$ cat config.mk
export PLATFORM = sky130hd
export DESIGN_NAME = ring_buffer_deque_unit
export DESIGN_NICKNAME = d
export VERILOG_FILES = /design/src/hdl/rbd_pkg.sv /design/src/hdl/rbd_cell.sv /design/src/hdl/ring_buffer_deque_unit.sv
export VERILOG_INCLUDE_DIRS = /design/src /design/src/hdl
export SDC_FILE = /design/constraint.sdc
export NUM_CORES = 1
export LEC_CHECK = 0
export CORE_UTILIZATION = 65
export CTS_BUF_LIST = sky130_fd_sc_hd__clkbuf_16
export DETAILED_ROUTE_END_ITERATION = 10
export DONT_BUFFER_PORTS = 1
export GPL_ROUTABILITY_DRIVEN = 1
export GPL_TIMING_DRIVEN = 0
export PLACE_DENSITY = 0.81
export REMOVE_ABC_BUFFERS = 1
export SYNTH_ARGS = -nofsm -noshare
export SYNTH_HDL_FRONTEND = slang
export SYNTH_SLANG_ARGS = --single-unit
$ cat constraint.sdc
create_clock -name clk -period 12.6 [get_ports clk]
set_input_delay 0.63 -clock clk [delete_from_list [all_inputs] [get_ports clk]]
set_output_delay 0.63 -clock clk [all_outputs]
set_load 0.03 [all_outputs]
$ cat src/hdl/ring_buffer_deque_unit_assert.svh
// Assertion macros for the deque block.
`ifndef RING_BUFFER_DEQUE_UNIT_ASSERT_SVH
`define RING_BUFFER_DEQUE_UNIT_ASSERT_SVH

// Same-cycle implication, sampled on clk, off while rst_n is low.
`define RBD_ASSERT_NOW(label, ante, cons) \
    label: assert property (@(posedge clk) disable iff (!rst_n) (ante) |-> (cons)) \
        else $error("deque assertion failed");

// Next-cycle implication, sampled on clk, off while rst_n is low.
`define RBD_ASSERT_NEXT(label, ante, cons) \
    label: assert property (@(posedge clk) disable iff (!rst_n) (ante) |=> (cons)) \
        else $error("deque assertion failed");

`endif

$ cat src/hdl/rbd_pkg.sv
`default_nettype none

package rbd_pkg;

    localparam int DEPTH_DEF      = 16;
    localparam int DATA_WIDTH_DEF = 32;

    typedef enum logic [2:0] {
        CMD_PUSH_BACK  = 3'd0,
        CMD_PUSH_FRONT = 3'd1,
        CMD_POP_BACK   = 3'd2,
        CMD_POP_FRONT  = 3'd3,
        CMD_PEEK_BACK  = 3'd4,
        CMD_PEEK_FRONT = 3'd5,
        CMD_READ_INDEX = 3'd6,
        CMD_CLEAR      = 3'd7
    } cmd_t;

    typedef enum logic [1:0] {
        ST_OK    = 2'd0,
        ST_FULL  = 2'd1,
        ST_EMPTY = 2'd2,
        ST_RANGE = 2'd3
    } status_t;

    // Broadcast to every cell of the chain.
    typedef struct packed {
        logic push_front;   // take the word from the front-side neighbor
        logic pop_front;    // take the word from the back-side neighbor
        logic push_back;    // load the new word if this cell is the tail slot
    } cell_ctrl_t;

endpackage

`default_nettype wire

$ cat src/hdl/rbd_cell.sv
`default_nettype none

module rbd_cell
    import rbd_pkg::*;
#(
    parameter int IDX        = 0,
    parameter int DATA_WIDTH = DATA_WIDTH_DEF,
    parameter int CNT_W      = 5
)
(
    input  wire logic                  clk,
    input  wire cell_ctrl_t            ctrl,
    input  wire logic [CNT_W-1:0]      count,
    input  wire logic [DATA_WIDTH-1:0] data_in,
    input  wire logic [DATA_WIDTH-1:0] left_data,
    input  wire logic [DATA_WIDTH-1:0] right_data,
    output logic      [DATA_WIDTH-1:0] q
);

    localparam logic [CNT_W-1:0] MY_SLOT = CNT_W'(IDX);

    logic [DATA_WIDTH-1:0] q_reg;
    logic [DATA_WIDTH-1:0] q_next;

    always_comb
    begin
        q_next = q_reg;
        if (ctrl.push_front)
        begin
            q_next = left_data;
        end
        else if (ctrl.pop_front)
        begin
            q_next = right_data;
        end
        else if (ctrl.push_back && (count == MY_SLOT))
        begin
            q_next = data_in;
        end
    end

    always_ff @(posedge clk)
    begin
        q_reg <= q_next;
    end

    assign q = q_reg;

endmodule

`default_nettype wire

$ cat src/hdl/ring_buffer_deque_unit.sv
// Double-ended queue of DATA_WIDTH-bit words, up to DEPTH entries, limited to the number
// set by the capacity register (0 acts as 1, values above DEPTH act as DEPTH). Entries sit
// in a chain of cells ordered from the front: push front and pop front shift the whole
// chain by one cell, push back loads the cell at the tail. Every command gives one result
// (data, status, occupancy after the command) in the cycle after it is taken; the result
// register lets a new command in each cycle while out_ready is high, so the rate is one
// command per cycle, set by the single chain update per cycle. A capacity write empties
// the queue. After reset the queue is empty and capacity is DEPTH; no clearing pass.
`default_nettype none
`include "ring_buffer_deque_unit_assert.svh"

module ring_buffer_deque_unit
    import rbd_pkg::*;
#(
    parameter int DEPTH      = DEPTH_DEF,
    parameter int DATA_WIDTH = DATA_WIDTH_DEF,
    localparam int CNT_W     = $clog2(DEPTH + 1),
    localparam int IDX_W     = $clog2(DEPTH)
)
(
    input  wire logic                  clk,
    input  wire logic                  rst_n,
    input  wire logic                  cfg_we,
    input  wire logic [CNT_W-1:0]      capacity,
    input  wire logic                  in_valid,
    output logic                       in_ready,
    input  wire logic [2:0]            cmd,
    input  wire logic [DATA_WIDTH-1:0] data_in,
    input  wire logic [IDX_W-1:0]      position,
    output logic                       out_valid,
    input  wire logic                  out_ready,
    output logic      [DATA_WIDTH-1:0] data_out,
    output logic      [1:0]            status,
    output logic      [CNT_W-1:0]      occupancy
);

    localparam logic [CNT_W-1:0] DEPTH_C = CNT_W'(DEPTH);
    localparam logic [CNT_W-1:0] ONE_C   = CNT_W'(1);

    logic [CNT_W-1:0]      capacity_reg;
    logic [CNT_W-1:0]      count_reg;
    logic [CNT_W-1:0]      count_next;
    logic                  res_valid_reg;
    logic [DATA_WIDTH-1:0] data_out_reg;
    logic [DATA_WIDTH-1:0] data_out_next;
    status_t               status_reg;
    status_t               status_next;
    logic [CNT_W-1:0]      occupancy_reg;

    logic [CNT_W-1:0]      cap_eff;
    logic                  accept;
    logic                  full;
    logic                  empty;
    cmd_t                  cmd_code;
    logic [IDX_W-1:0]      rd_idx;
    logic [DATA_WIDTH-1:0] rd_data;
    cell_ctrl_t            ctrl;
    logic [DATA_WIDTH-1:0] cell_q [DEPTH];

    assign in_ready = !res_valid_reg || out_ready;
    assign accept   = in_valid && in_ready;
    assign cmd_code = cmd_t'(cmd);

    always_comb
    begin
        if (capacity_reg == '0)
        begin
            cap_eff = ONE_C;
        end
        else if (capacity_reg > DEPTH_C)
        begin
            cap_eff = DEPTH_C;
        end
        else
        begin
            cap_eff = capacity_reg;
        end
    end

    assign full  = (count_reg >= cap_eff);
    assign empty = (count_reg == '0);

    // Pick the one cell the command reads.
    always_comb
    begin
        case (cmd_code)
            CMD_POP_BACK, CMD_PEEK_BACK: rd_idx = IDX_W'(count_reg - ONE_C);
            CMD_READ_INDEX:              rd_idx = position;
            default:                     rd_idx = '0;
        endcase
    end

    assign rd_data = cell_q[rd_idx];

    always_comb
    begin
        count_next    = count_reg;
        data_out_next = '0;
        status_next   = ST_OK;
        ctrl          = '0;
        case (cmd_code)
            CMD_PUSH_BACK, CMD_PUSH_FRONT:
            begin
                if (full)
                begin
                    status_next = ST_FULL;
                end
                else
                begin
                    count_next      = count_reg + ONE_C;
                    ctrl.push_front = accept && (cmd_code == CMD_PUSH_FRONT);
                    ctrl.push_back  = accept && (cmd_code == CMD_PUSH_BACK);
                end
            end
            CMD_POP_BACK, CMD_POP_FRONT:
            begin
                if (empty)
                begin
                    status_next = ST_EMPTY;
                end
                else
                begin
                    data_out_next  = rd_data;
                    count_next     = count_reg - ONE_C;
                    ctrl.pop_front = accept && (cmd_code == CMD_POP_FRONT);
                end
            end
            CMD_PEEK_BACK, CMD_PEEK_FRONT:
            begin
                if (empty)
                begin
                    status_next = ST_EMPTY;
                end
                else
                begin
                    data_out_next = rd_data;
                end
            end
            CMD_READ_INDEX:
            begin
                if (CNT_W'(position) >= count_reg)
                begin
                    status_next = ST_RANGE;
                end
                else
                begin
                    data_out_next = rd_data;
                end
            end
            CMD_CLEAR:
            begin
                count_next = '0;
            end
            default:
            begin
                count_next = count_reg;
            end
        endcase
    end

    for (genvar i = 0; i < DEPTH; i++)
    begin : g_cell
        logic [DATA_WIDTH-1:0] left_w;
        logic [DATA_WIDTH-1:0] right_w;

        if (i == 0)
        begin : g_head
            assign left_w = data_in;
        end
        else
        begin : g_mid_l
            assign left_w = cell_q[i-1];
        end

        if (i == DEPTH - 1)
        begin : g_tail
            assign right_w = cell_q[i];
        end
        else
        begin : g_mid_r
            assign right_w = cell_q[i+1];
        end

        rbd_cell #(
            .IDX        (i),
            .DATA_WIDTH (DATA_WIDTH),
            .CNT_W      (CNT_W)
        ) u_cell (
            .clk        (clk),
            .ctrl       (ctrl),
            .count      (count_reg),
            .data_in    (data_in),
            .left_data  (left_w),
            .right_data (right_w),
            .q          (cell_q[i])
        );
    end

    always_ff @(posedge clk or negedge rst_n)
    begin
        if (!rst_n)
        begin
            capacity_reg  <= DEPTH_C;
            count_reg     <= '0;
            res_valid_reg <= 1'b0;
        end
        else
        begin
            if (cfg_we)
            begin
                // Capacity change empties the queue.
                capacity_reg <= capacity;
                count_reg    <= '0;
            end
            else if (accept)
            begin
                count_reg <= count_next;
            end

            if (accept)
            begin
                res_valid_reg <= 1'b1;
            end
            else if (out_ready)
            begin
                res_valid_reg <= 1'b0;
            end
        end
    end

    always_ff @(posedge clk)
    begin
        if (accept)
        begin
            data_out_reg  <= data_out_next;
            status_reg    <= status_next;
            occupancy_reg <= count_next;
        end
    end

    assign out_valid = res_valid_reg;
    assign data_out  = data_out_reg;
    assign status    = status_reg;
    assign occupancy = occupancy_reg;

    `RBD_ASSERT_NOW(a_count_within_ring, 1'b1, count_reg <= cap_eff)
    `RBD_ASSERT_NOW(a_zero_data_on_error, res_valid_reg && (status_reg != ST_OK),
        data_out_reg == '0)
    `RBD_ASSERT_NEXT(a_push_grows, accept && !cfg_we && !full &&
        ((cmd_code == CMD_PUSH_BACK) || (cmd_code == CMD_PUSH_FRONT)),
        count_reg == $past(count_reg) + ONE_C)

endmodule

`default_nettype wire
Word-level counts from Yosys, hierarchy flattened
Index checks and enable logic that the tools add are counted.

Output and inout bits: 41. Register bits: 562. Logic and storage cells: 174. Bits of input ports: 49.

Equal/unequal tests: 23. Muxes and demuxes: 74. Bitwise logic cells: 1. Reduce and logical (&&, ||, !) cells: 48. Magnitude comparators: 4. Add/subtract/negate cells: 2.

Operator list (count): 2-to-1 mux 32 bit (52); binary-select mux 32 bit (select 4 bit) (1); one-hot mux 32 bit (2 select lines) (1); nonzero test 3 bit (15); equality test 5 x 4 -> 1 bit, second input constant (8); 2-to-1 mux 5 bit (6); equality test 5 x 3 -> 1 bit, second input constant (4); logical AND 1 bit (20); one-hot mux 5 bit (3 select lines) (1); equality test 3 bit, second input constant (4); equality test 5 x 2 -> 1 bit, second input constant (2); logical NOT 5 bit (2); 2-to-1 mux 1 bit (9); one-hot mux 4 bit (2 select lines) (1); equality test 3 x 2 -> 1 bit, second input constant (2); one-hot mux 2 bit (3 select lines) (1); nonzero test 2 bit (3); OR reduction 2 bit (3); adder 5 x 1 -> 5 bit, second input constant (1); equality test 5 x 1 -> 1 bit, second input constant (1); >= comparator 4 x 5 -> 1 bit (1); >= comparator 5 bit (1); >= comparator 5 bit, second input constant (1); > comparator 5 bit, second input constant (1); other kinds (10) (11).

Depth between registers and ports, before layout
Depth in word-level cells: 10. Mapped depth: 12. Mapped depth without buffers: 10.

Hierarchy
From an unflattened synthesis, not the netlist that was laid out.

Cell total of the unflattened synthesis: 3132. Area, all modules: 33850.0 sq um.

Modules (own cells, without submodules): ring_buffer_deque_unit (instances 1, cells each 862, sequential area each 1447.6 sq um, area an instance 6832.8 sq um); rbd_cell at g_cell[10].u_cell ... (instances 4, cells each 142, sequential area each 960.9 sq um, area an instance 1690.4 sq um); rbd_cell at g_cell[1].u_cell ... (instances 4, cells each 142, sequential area each 960.9 sq um, area an instance 1689.1 sq um); rbd_cell at g_cell[11].u_cell ... (instances 3, cells each 141, sequential area each 960.9 sq um, area an instance 1686.6 sq um); rbd_cell at g_cell[13].u_cell ... (instances 2, cells each 143, sequential area each 960.9 sq um, area an instance 1690.4 sq um); rbd_cell at g_cell[0].u_cell ... (instances 2, cells each 142, sequential area each 960.9 sq um, area an instance 1686.6 sq um); rbd_cell at g_cell[3].u_cell (instances 1, cells each 141, sequential area each 960.9 sq um, area an instance 1685.4 sq um).

Worst setup path before layout
No wires, ideal clock.

Path kind: register to register. From: register count_reg[0]. To: register g_cell[0].u_cell.q_reg[0] (enable). Path slack: 6732 ps. Stages on the path, launching flop included: 10. Period minus slack after synthesis: 5868 ps. Path buffers: 1. Setup time: 513 ps. Required time: 12087 ps. Data arrival time: 5356 ps. Cells stage by stage: dfrtp_1 > clkbuf_1 > inv_1 > ha_1 > nand2b_1 > a21o_1 > a21oi_1 > o21ai_0 > o21ai_0 > nor4b_1.

Word-level cells in the longest chain between the ends: 5. Elaborated cells between the ends (all ways): 10. Those cells by class: order compare: 1; mux: 6; reduce/logical: 3.

RTL lines: from (decl) (RTL line ring_buffer_deque_unit.sv:41) `logic [CNT_W-1:0] count_reg;`; from (signal assigned) (RTL line ring_buffer_deque_unit.sv:217) `count_reg <= count_next;`; >= comparator 5 bit (RTL line ring_buffer_deque_unit.sv:80) `assign full = (count_reg >= cap_eff);`; 2-to-1 mux 1 bit (RTL line ring_buffer_deque_unit.sv:104) `if (full)`; 2-to-1 mux 1 bit (RTL line ring_buffer_deque_unit.sv:101) `case (cmd_code)`; logical AND 1 bit (RTL line rbd_cell.sv:36) `else if (ctrl.push_back && (count == MY_SLOT))`; nonzero test 3 bit (no source line) *; to (signal assigned) (RTL line rbd_cell.sv:44) `q_reg <= q_next;`; to (decl) (RTL line rbd_cell.sv:22) `logic [DATA_WIDTH-1:0] q_reg;`.

Mark *: on every way between the ends. The rest lies on a longest branch, timed or not. A chain may end at the register's enable or synchronous reset.

Worst setup path in the final report
From: register res_valid_reg (netlist: out_valid). To: register g_cell[4].u_cell.q_reg[8], data pin.

Word-level cells in the longest chain between the ends: 8. Elaborated cells between the ends (all ways): 11. Those cells by class: mux: 6; reduce/logical: 5.

RTL lines: from (decl) (RTL line ring_buffer_deque_unit.sv:43) `logic res_valid_reg;`; from (signal assigned) (RTL line ring_buffer_deque_unit.sv:205) `res_valid_reg <= 1'b0;`; from (signal assigned) (RTL line ring_buffer_deque_unit.sv:222) `res_valid_reg <= 1'b1;`; from (signal assigned) (RTL line ring_buffer_deque_unit.sv:226) `res_valid_reg <= 1'b0;`; logical NOT 1 bit * (RTL line ring_buffer_deque_unit.sv:60) `assign in_ready = !res_valid_reg || out_ready;`; logical OR 1 bit * (RTL line ring_buffer_deque_unit.sv:60); named net in_ready (RTL line ring_buffer_deque_unit.sv:26) `output logic in_ready,`; logical AND 1 bit * (RTL line ring_buffer_deque_unit.sv:61) `assign accept = in_valid && in_ready;`; named net accept (RTL line ring_buffer_deque_unit.sv:51) `logic accept;`; logical AND 1 bit (RTL line ring_buffer_deque_unit.sv:125) `ctrl.pop_front = accept && (cmd_code == CMD_POP_FRONT);`; 2-to-1 mux 1 bit (RTL line ring_buffer_deque_unit.sv:117) `if (empty)`; 2-to-1 mux 1 bit (RTL line ring_buffer_deque_unit.sv:101); 2-to-1 mux 32 bit (RTL line rbd_cell.sv:32) `else if (ctrl.pop_front)`; 2-to-1 mux 32 bit * (RTL line rbd_cell.sv:28) `if (ctrl.push_front)`; named net g_cell[4].u_cell.q_next[8] (RTL line rbd_cell.sv:23) `logic [DATA_WIDTH-1:0] q_next;`; to (signal assigned) (RTL line rbd_cell.sv:44); to (decl) (RTL line rbd_cell.sv:22).

Mark *: on every way through the listed nets, which the timed path passes. The rest lies on a longest branch.

==> impl_metrics.ini <==
[clocking]
ctsResizeCount = 0
cts_root_buffer = clkbuf_16
cts_sinks = 562
tritoncts = yes
path_clk_slew_ns = 0.06
cts_max_level = 2
cts_inserted_buffers = 57
cts_buffer_depth = 3
worstSkewPairLatency_ns = 0.63

[floorplan]
core.rowCount = 76
core_area_mm2 = 0.0432
dieWidth_um = 211
start_util_pct = 66.0
ioPinCount = 90
dieArea_mm2 = 0.0446
die_y_um = 211

[sta]
hold_violations = 0
tns_ns = 0
fin_skew_ns = 0.0180
post-route-min-period_ns = 5.15
maxSlewViolCount = 0
max_freq_ghz = 0.194
rsz0062_at_grt = no
min_period_over_period_pct = 40.9
tightest_slew_ns = 1.14
slew_headroom_pct = 23.9
finalSetupViolations = 0

[placement]
port_buffers = 0
routabilityCongestion = 0.874
dp_hpwl_um = 52100
dpl.cell_count = 2717

[route]
wl_per_cell_um = 30.2
dr.pass1.iters = 7
drcViolationCount = 0
dr.first_iter.drc_count = 3410
vias = 22500
drt-total-wl_um = 85200
drtAntennaViolNets = 0
vias_per_cell = 7.95

[logic_synthesis]
syn_area_mm2 = 0.0285
synthTopCellsByCount = edfxtp_1, a221o_1, nand2_1
ys_types = 56
synth.most_common_cell = edfxtp_1
postSynthCellCount = 2246
yosysTopAreaCell = edfxtp_1
ys_seq_area_share_pct = 59.1
synth_top_flop_cell = edfxtp_1
synth_edf_count = 551
ys_top_cells_by_area = edfxtp_1, a221o_1, nand2_1
yosysTopAreaCellShare_pct = 58.1
yosysWarnings = 0
ys_async_sr_fraction_pct = 1.96
ys_seq_elements = 562
syn-mean-instance-area_um2 = 12.7

[final_layout]
post-route-util_pct = 75.0
layout-drive-gt1-share_pct = 12.7
largest_reg_flops = 512
final.fill_count = 2679
final_cells = 2825
finalNetCount = 2257
multiInputGateArea_mm2 = 0.0109
syn_to_final_growth_pct = 13.7
seqCellArea_mm2 = 0.0168

[global_routing]
grt_pass1_vias = 21800
grt_max_degree = 75
globalRouteOverflowTotal = 0
grt_pass1_wl_um = 129000
grt_usage_pct = 38.0
antenna_found_initial = 1

[pwr]
leakage_nw = 11.6
ir_worst_vdd_mv = 0.113
cellPowerDensity_mw_per_mm2 = 143

[critical_path]
worstPathRequired_ns = 12.96
worstPathArrival_ns = 5.52
worstSetupPathType = flop to flop
crit_fanout = 27
start_kind = flop
end_kind = flop

[run_status]
status = finished, final reports clean

[hold_path]
hp-class = primary input to flop

[run]
maxCapViolations = 0
layout by cell type, fill, tap and decap left out, types with 13 or more instances in the layout:
master / netlist / final
a311o_1: 31 / 31
clkbuf_16: 0 / 59
nor2_1: 51 / 50
inv_1: 9 / 13
mux2i_1: 124 / 124
edfxtp_1: 551 / 551
mux2_2: 36 / 36
o211ai_1: 37 / 37
a32oi_1: 31 / 31
clkinv_2: 0 / 13
a211oi_1: 35 / 34
buf_8: 0 / 17
nand3_1: 75 / 73
a221o_1: 449 / 449
a22o_1: 30 / 30
buf_16: 0 / 19
clkinv_1: 1 / 16
buf_4: 1 / 20
and3_1: 32 / 32
buf_12: 0 / 20
a21oi_1: 42 / 40
ha_1: 15 / 15
nand2_1: 350 / 349
o21ai_4: 0 / 14
buf_6: 0 / 53
area by class of cell:
| type | count | share of cell area, % |
|---|---|---|
| flip-flops and latches | 562 | 51.9 |
| multi-input cells | 1432 | 33.7 |
| repair buffers | 130 | 5.98 |
| clock buffers | 59 | 4.56 |
| well taps | 585 | 2.26 |
| clock inverters | 46 | 1.44 |
| inverters | 10 | 0.120 |
| diodes | 1 | 0.00773 |
layer usage:
layer / wire length (um) / track usage [%]
met5: 0 / 0
met4: 4920 / 21.9
met3: 11400 / 8.44
met2: 38900 / 58.0
met1: 30100 / 50.4
power by group:
part           switching (mW)  leakage, nW  total, mW  internal [mW]
registers              0.0688         5.16       2.22           2.15
clock network           0.738        0.971       1.79           1.05
logic                   0.376         5.49      0.623          0.247
stage by stage:
stage	worst slack (ns)	total power [mW]	instance area [um2]	hold WS [ns]
CTS	7.46	4.61	32400	0.0510
global route	7.15	4.73	32400	0.0716
floorplan	-21.69	2.71	27500	0.334
detailed placement	7.41	2.85	30400	0.335
global placement	-41.49	2.93	28300	0.335
finish	7.45	4.62	32400	0.0724
timing repair:
item / 4_1_cts / 5_1_grt
hold endpoints to repair: 11 / 0
setup buffers: 0 / 0
hold buffers: 1 / 0
worst max-delay path: stages, from the launching register on:
cell and delay, ns:
dfrtp_1 0.49, nand2b_1 0.35, nand2_1 0.19, clkinv_2 0.37, buf_12 0.27, nand2_1 0.16
a2111oi_4 0.82, buf_8 0.25, buf_6 0.21, buf_8 0.19, buf_8 0.19, buf_6 0.20
buf_6 0.21, buf_6 0.21, buf_6 0.21, nor2_1 0.21, a221o_1 0.33
worst paths after layout:
kind | start | endpoint | slack (ns) | depth (start not counted)
min reg2reg | capacity_reg[0]$_DFFE_PN0P_ | capacity_reg[0]$_DFFE_PN0P_ | 0.53 | 1
max | out_valid$_DFFE_PN0P_ | g_cell[4].u_cell.q[8]$_DFFE_PP_ | 7.45 | 16
min in group asynchronous | rst_n | capacity_reg[3]$_DFFE_PN0P_ | 0.40 | 1
max reg2reg | out_valid$_DFFE_PN0P_ | g_cell[4].u_cell.q[8]$_DFFE_PP_ | 7.45 | 16
max in group asynchronous | rst_n | capacity_reg[4]$_DFFE_PN1P_ | 11.84 | 1
min | cfg_we | count_reg[0]$_DFFE_PN0P_ | 0.07 | 1
cells by family (layout without fill, tap and decap cells):
kind of cell,after synthesis,count (layout),share of synthesized area [%]
flops,562,562,59.1
fa+ha+maj,15,15,0.659
other cells,0,1,0
xor+xnor,4,4,0.123
mux,160,160,5.78
compound gates,715,715,22.9
buf+inv,252,245,3.46
simple gates,538,538,8.00
No activity file was read; power rests on OpenSTA's default activity.
